`src/hdl/lgs_pkg.sv`:
```
// Shared types and constants for the LED grayscale serializer.
// No dependencies; imported by every module of the block.
`default_nettype none

package lgs_pkg;

   localparam int GRAY_BITS                   = 12;
   localparam int INDEX_BITS                  = 11;
   localparam int DEFAULT_DRIVER_COUNT        = 4;
   localparam int DEFAULT_CHANNELS_PER_DRIVER = 24;

   typedef enum logic [1:0] {
      KIND_WRITE_ONE = 2'd0,
      KIND_WRITE_ALL = 2'd1,
      KIND_START     = 2'd2,
      KIND_TICK      = 2'd3
   } lgs_kind_type;

   typedef struct packed {
      lgs_kind_type            kind;
      logic [INDEX_BITS-1:0]   channel_index;
      logic [GRAY_BITS-1:0]    gray_value;
   } lgs_req_type;

   typedef struct packed {
      logic serial_data;
      logic clock_pulse;
      logic latch_pulse;
      logic blank_level;
      logic busy_res;
   } lgs_rsp_type;

   // Control broadcast from the sequencer to every cell.
   typedef struct packed {
      logic                    write_one;
      logic                    write_all;
      logic                    shift;
      logic [INDEX_BITS-1:0]   index;
      logic [GRAY_BITS-1:0]    value;
   } lgs_cell_ctl_type;

endpackage

`default_nettype wire

```
`src/hdl/lgs_cell.sv`:
```
// One channel cell: holds a 12-bit level and rotates it through the ring.
// Depends on lgs_pkg.
`default_nettype none

module lgs_cell
   import lgs_pkg::*;
#(
   parameter int CELL_INDEX = 0
) (
   input  wire logic             clock,
   input  wire logic             reset,
   input  wire lgs_cell_ctl_type ctl,
   input  wire logic             shift_in,
   output logic                  shift_out
);

   localparam logic [INDEX_BITS-1:0] MyIndex = INDEX_BITS'(CELL_INDEX);

   logic [GRAY_BITS-1:0] level_ff;
   logic [GRAY_BITS-1:0] level_in;

   always_comb begin
      level_in = level_ff;
      if (ctl.write_all || (ctl.write_one && ctl.index == MyIndex)) begin
         level_in = ctl.value;
      end else if (ctl.shift) begin
         // A full pass of the ring restores every level.
         level_in = {level_ff[GRAY_BITS-2:0], shift_in};
      end
   end

   always_ff @(posedge clock) begin
      if (reset) begin
         level_ff <= '0;
      end else begin
         level_ff <= level_in;
      end
   end

   assign shift_out = level_ff[GRAY_BITS-1];

endmodule

`default_nettype wire

```
`src/hdl/lgs_seq.sv`:
```
// Update sequencer: decodes each word, counts shifted bits, drives latch.
// Depends on lgs_pkg.
`default_nettype none

module lgs_seq
   import lgs_pkg::*;
#(
   parameter int CHANNEL_COUNT = DEFAULT_DRIVER_COUNT * DEFAULT_CHANNELS_PER_DRIVER
) (
   input  wire logic              clock,
   input  wire logic              reset,
   input  wire logic              accept,
   input  wire lgs_req_type       req,
   input  wire logic              top_bit,
   output lgs_cell_ctl_type       ctl,
   output lgs_rsp_type            rsp
);

   localparam int TotalBits  = CHANNEL_COUNT * GRAY_BITS;
   localparam int CountWidth = $clog2(TotalBits);
   localparam logic [CountWidth-1:0] LastBit = CountWidth'(TotalBits - 1);

   logic [CountWidth-1:0] count_ff, count_in;
   logic                  shifting_ff, shifting_in;
   logic                  latch_ff, latch_in;
   logic                  busy;

   assign busy = shifting_ff || latch_ff;

   always_comb begin
      count_in      = count_ff;
      shifting_in   = shifting_ff;
      latch_in      = latch_ff;
      ctl.write_one = 1'b0;
      ctl.write_all = 1'b0;
      ctl.shift     = 1'b0;
      ctl.index     = req.channel_index;
      ctl.value     = req.gray_value;
      rsp           = '0;
      if (accept) begin
         unique case (req.kind)
            KIND_WRITE_ONE: begin
               rsp.busy_res  = busy;
               ctl.write_one = !busy;
            end
            KIND_WRITE_ALL: begin
               rsp.busy_res  = busy;
               ctl.write_all = !busy;
            end
            KIND_START: begin
               rsp.busy_res = 1'b1;
               if (!busy) begin
                  shifting_in = 1'b1;
                  count_in    = '0;
               end
            end
            KIND_TICK: begin
               if (shifting_ff) begin
                  rsp.serial_data = top_bit;
                  rsp.clock_pulse = 1'b1;
                  rsp.busy_res    = 1'b1;
                  ctl.shift       = 1'b1;
                  if (count_ff == LastBit) begin
                     count_in    = '0;
                     shifting_in = 1'b0;
                     latch_in    = 1'b1;
                  end else begin
                     count_in = count_ff + CountWidth'(1);
                  end
               end else if (latch_ff) begin
                  rsp.latch_pulse = 1'b1;
                  rsp.blank_level = 1'b1;
                  rsp.busy_res    = 1'b1;
                  latch_in        = 1'b0;
                  count_in        = '0;
               end
            end
            default: begin
               rsp = '0;
            end
         endcase
      end
   end

   always_ff @(posedge clock) begin
      if (reset) begin
         count_ff    <= '0;
         shifting_ff <= 1'b0;
         latch_ff    <= 1'b0;
      end else begin
         count_ff    <= count_in;
         shifting_ff <= shifting_in;
         latch_ff    <= latch_in;
      end
   end

endmodule

`default_nettype wire

```
`src/hdl/led_grayscale_serializer_top.sv`:
```
// LED grayscale serializer: a ring of channel cells plus the update sequencer.
// Each result word is registered, valid in the cycle after its word is accepted.
// Throughput one word per cycle while the receiver drains the single output register.
// A full update takes one start word, channels*12 shifting ticks and one latch tick.
// Reset (synchronous) clears all levels, the bit counter and the busy flags.
`default_nettype none

module led_grayscale_serializer_top
   import lgs_pkg::*;
#(
   parameter int DRIVER_COUNT        = DEFAULT_DRIVER_COUNT,
   parameter int CHANNELS_PER_DRIVER = DEFAULT_CHANNELS_PER_DRIVER
) (
   input  wire logic        clock,
   input  wire logic        reset,
   input  wire logic        req_valid,
   output logic             req_ready,
   input  wire lgs_req_type req_data,
   output logic             rsp_valid,
   input  wire logic        rsp_ready,
   output lgs_rsp_type      rsp_data
);

   localparam int ChannelCount = DRIVER_COUNT * CHANNELS_PER_DRIVER;

   logic             accept;
   lgs_cell_ctl_type ctl;
   lgs_rsp_type      rsp_next;
   logic [ChannelCount-1:0] msb;

   logic        rsp_valid_ff, rsp_valid_in;
   lgs_rsp_type rsp_data_ff, rsp_data_in;

   // Take a new word whenever the output slot is empty or being drained.
   assign req_ready = !rsp_valid_ff || rsp_ready;
   assign accept    = req_valid && req_ready;

   lgs_seq #(
      .CHANNEL_COUNT(ChannelCount)
   ) u_seq (
      .clock  (clock),
      .reset  (reset),
      .accept (accept),
      .req    (req_data),
      .top_bit(msb[ChannelCount-1]),
      .ctl    (ctl),
      .rsp    (rsp_next)
   );

   for (genvar i = 0; i < ChannelCount; i++) begin : g_cell
      lgs_cell #(
         .CELL_INDEX(i)
      ) u_cell (
         .clock    (clock),
         .reset    (reset),
         .ctl      (ctl),
         .shift_in (msb[(i + ChannelCount - 1) % ChannelCount]),
         .shift_out(msb[i])
      );
   end

   always_comb begin
      rsp_valid_in = rsp_valid_ff;
      rsp_data_in  = rsp_data_ff;
      if (accept) begin
         rsp_valid_in = 1'b1;
         rsp_data_in  = rsp_next;
      end else if (rsp_ready) begin
         rsp_valid_in = 1'b0;
      end
   end

   always_ff @(posedge clock) begin
      if (reset) begin
         rsp_valid_ff <= 1'b0;
      end else begin
         rsp_valid_ff <= rsp_valid_in;
      end
      rsp_data_ff <= rsp_data_in;
   end

   assign rsp_valid = rsp_valid_ff;
   assign rsp_data  = rsp_data_ff;

endmodule

`default_nettype wire

```
`config.mk`:
```
export PLATFORM = sky130hd
export DESIGN_NAME = led_grayscale_serializer_top
export DESIGN_NICKNAME = d
export VERILOG_FILES = /design/src/hdl/lgs_pkg.sv /design/src/hdl/lgs_cell.sv /design/src/hdl/lgs_seq.sv /design/src/hdl/led_grayscale_serializer_top.sv
export SDC_FILE = /design/constraint.sdc
export NUM_CORES = 2
export LEC_CHECK = 0
export BUFFER_PORTS_ARGS = -buffer_cell sky130_fd_sc_hd__buf_4
export CAP_MARGIN = 20
export CORE_ASPECT_RATIO = 1.4
export CORE_MARGIN = 5
export CORE_UTILIZATION = 30
export CTS_CLUSTER_SIZE = 14
export DETAILED_ROUTE_END_ITERATION = 8
export PLACE_DENSITY_LB_ADDON = 0.2
export SETUP_SLACK_MARGIN = 0.02
export SYNTH_ARGS = -nofsm -noshare
export SYNTH_HDL_FRONTEND = slang
export SYNTH_SLANG_ARGS = --single-unit
```
`constraint.sdc`:
```
create_clock -name clock -period 2.3 [get_ports clock]
set_input_delay 0.345 -clock clock [delete_from_list [all_inputs] [get_ports clock]]
set_output_delay 0.345 -clock clock [all_outputs]
set_load 0.01 [all_outputs]
```
==> reports/qor.log <==
qor: power.share_seq_of_total_power 0.469
qor: drt.dr.pass1.iters 5
qor: sta.max_slew_margin_vs_limit 0.545
qor: clock_tree.cts.clk_slew.worst_paths 0.06 ns
qor: yosys.top_cells_by_area_synth sky130_fd_sc_hd__dfxtp_1, sky130_fd_sc_hd__a311oi_1, sky130_fd_sc_hd__nand2_1, sky130_fd_sc_hd__nor2_1, sky130_fd_sc_hd__clkbuf_1
qor: final_layout.area_growth_from_synthesis_to_layout 18.7%
qor: sta.fin_crit 2.09 ns
qor: setup_path.critical_path_peak_fanout 18
qor: setup_path.worst-endpoint-required 2.95 ns
qor: clock_tree.clock_tree.buffer_depth 3
qor: final_layout.finish.net_count 6644
qor: drt.drc 0
qor: floorplan.die_x 361 um
qor: sta.timing.final.ws_setup 0.214 ns
qor: clock_tree.setup_buffers_after_cts 0
qor: floorplan.ios 36
qor: power.power-per-cell-area 759 nW/um^2
qor: setup_path.critical_path_class reg2reg
qor: yosys.netlist_instances 6754
qor: clock_tree.clkSinkCount 1170
qor: drt.detail_route.wl_per_cell 19.5 um
qor: final_layout.core_util_final 0.358
qor: setup_path.worstSetupEndpointType register
qor: sta.setup_tns 0 ns
qor: yosys.ys_top_cells_by_count sky130_fd_sc_hd__nand2_1, sky130_fd_sc_hd__dfxtp_1, sky130_fd_sc_hd__nor2_1, sky130_fd_sc_hd__a311oi_1, sky130_fd_sc_hd__clkbuf_1
qor: power.clock_power_share 0.441
qor: floorplan.initial_core_util 0.301
qor: global_route.grt_overflow_total 0
qor: setup_path.timing.reg2reg.setup_slack 0.21 ns
qor: place.cell_area_placed 57300 sq um
qor: drt.drt-initial-drc-count 3748
qor: power.leakagePower 20.1 nW
qor: place.portBuffers 35
qor: floorplan.floorplan.die_area 181000 sq um
qor: drt.wirelength 175000 um
qor: yosys.post_synth_edffs 4
qor: clock_tree.cts_root_buffer sky130_fd_sc_hd__clkbuf_16
qor: yosys.postSynthRegisterBits 1170
qor: sta.fmax 479 MHz
qor: global_route.globalRouteTotalUtil 0.186
qor: global_route.largest_net_degree_at_the_start_of_global_routing 107
qor: power.peakVddDrop 0.601 mV
qor: clock_tree.htree_levels 3
qor: floorplan.fp.dieH 502 um
qor: power.p_comb_frac 0.090
qor: yosys.postSynthAreaPerCell 7.67 sq um
qor: power.internal_power 34.6 mW
qor: place.place_congestion 0.766
qor: final_layout.finish.cell_count_without_fillers 8994
qor: yosys.yosysTopAreaCell sky130_fd_sc_hd__dfxtp_1
qor: sta.worst_slew_pin_slew 0.681 ns
qor: place.dp_hpwl 103000 um
qor: global_route.initial_antenna_violation_count 1
qor: place.pre_cts_ws -0.123 ns
qor: sta.setup_viol_count_final 0
qor: power.switchingPower 12.0 mW
qor: clock_tree.cts_tree built
qor: yosys.synth_cell_type_count 49
qor: yosys.yosysMostFrequentCell sky130_fd_sc_hd__nand2_1
qor: outcome.result_of_the_run finished clean
qor: drt.routed_via_density 5.45
qor: yosys.synth_flop_cell sky130_fd_sc_hd__dfxtp_1
qor: yosys.mappedNetlistNets 6784
qor: clock_tree.insertion_delay 0.77 ns
qor: sta.fin_worst_skew 0.0388 ns
qor: yosys.yosysSeqAreaShare 0.453
qor: floorplan.rows 180
qor: drt.drt.antenna.violating_nets 0
qor: sta.slew_violations 0
qor: clock_tree.numCtsBuffers 119
qor: setup_path.worst-endpoint-arrival 2.73 ns
qor: drt.num_vias 49000
qor: run.cap_viol_max_count 0
qor: yosys.postSynth.asyncResetShare 0
qor: place.placedCellCount 8764
qor: yosys.synth_area 51800 sq um
qor: sta.rsz_0062_raised_after_global_routing no
qor: floorplan.core 172000 sq um
qor: final_layout.stdcell_area 61500 sq um
qor: global_route.grt_pass1_vias 47500
qor: sta.fin_crit_sh 0.907
qor: power.switching_share 0.258
qor: min_path.holdCritPathClass in2reg
qor: final_layout.layout-drive-gt1-share 0.111
qor: sta.hold_violations 0
qor: global_route.grt_pass1_wl 276000 um
qor: setup_path.critPathLaunchType register
qor: yosys.yosysTopAreaCellShare 0.451
qor: yosys.ys_warn_count 0
## state kept, by name, summed over array words and instances, names as in the netlist
register	flops
g_cell.u_cell.level_ff	1152
rsp_data	4
rsp_valid	1
u_seq.count_ff	11
u_seq.latch_ff	1
u_seq.shifting_ff	1
## per-layer routing
metal  vias to the layer above  GRT usage  wire, um
met5                         -          0         0
met4                         0     0.0518      4220
met3                       245     0.0200      7360
met2                      1104      0.323     85100
met1                     24300      0.244     78700
li1                      23300          -         -
## final timing paths
| check | from | to | cells after the start |
|---|---|---|---|
| hold / removal | req_data[2] | g_cell[23].u_cell.level_ff[2] | 3 |
| setup / recovery | u_seq.latch_ff | g_cell[41].u_cell.level_ff[7] | 6 |
| hold reg to reg | g_cell[35].u_cell.level_ff[0] | g_cell[35].u_cell.level_ff[1] | 2 |
| setup reg to reg | u_seq.latch_ff | g_cell[41].u_cell.level_ff[7] | 6 |
## layout make-up
type / instances / area, sq um
fillers: 17700 / 110000
diodes: 1 / 2.50
inverters: 5 / 18.8
flip-flops and latches: 1170 / 23500
multi-input cells: 4819 / 25400
clock inverters: 49 / 554
repair buffers: 499 / 5670
clock buffers: 176 / 3550
well taps: 2275 / 2850
## power by group through the flow
stage | clock network [mW] | registers (mW) | logic [mW]
2_1_floorplan | 0 | 22.2 | 2.54
3_3_place_gp | 0 | 22.3 | 4.13
3_5_place_dp | 0 | 22.3 | 4.21
4_1_cts | 21.2 | 21.9 | 4.22
5_1_grt | 22.0 | 22.0 | 4.59
6_report | 20.6 | 21.9 | 4.20
## kinds of logic (layout without fill, tap and decap cells)
logic type | Yosys count | after routing | synth area share
xor gates and xnor gates | 1 | 1 | 0.000169
adders and majority gates | 1 | 1 | 0.000242
and+or+nand+nor | 3493 | 3493 | 0.263
other | 0 | 1 | 0
DFF | 1170 | 1170 | 0.453
buffers and inverters | 765 | 729 | 0.0586
muxes | 49 | 49 | 0.00947
AOI/OAI and AO/OA | 1275 | 1275 | 0.216
## placed cells by master, fill, tap and decap left out, types with 49 or more instances in the layout
cell type	n
sky130_fd_sc_hd__nand2_1	2220
sky130_fd_sc_hd__dfxtp_1	1165
sky130_fd_sc_hd__nor2_1	1122
sky130_fd_sc_hd__a311oi_1	1084
sky130_fd_sc_hd__buf_4	342
sky130_fd_sc_hd__buf_12	152
sky130_fd_sc_hd__clkbuf_16	121
sky130_fd_sc_hd__nand2b_1	94
sky130_fd_sc_hd__a41oi_1	72
sky130_fd_sc_hd__mux2i_1	49
## repair_timing
item                                   CTS  global route
endpoints found under the hold margin    5             0
setup endpoints to repair                0           404
resized for setup                        0             2
hold buffers                             4             0
## metrics by stage
stage	power (mW)	hold slack, ns
2_1_floorplan	24.7	0.447
3_3_place_gp	26.4	0.457
3_5_place_dp	26.5	0.467
4_1_cts	47.3	0.0213
5_1_grt	48.5	0.0604
6_report	46.7	0.0856
## critical path, stage by stage (launching register included)
cell and delay [ns]:
sky130_fd_sc_hd__dfxtp_1 0.37, sky130_fd_sc_hd__nor3_2 0.23, sky130_fd_sc_hd__and3_4 0.28, sky130_fd_sc_hd__buf_12 0.21
sky130_fd_sc_hd__buf_12 0.21, sky130_fd_sc_hd__nand2b_1 0.31, sky130_fd_sc_hd__a311oi_1 0.35
Note: power is estimated with default switching activity, not from simulation.
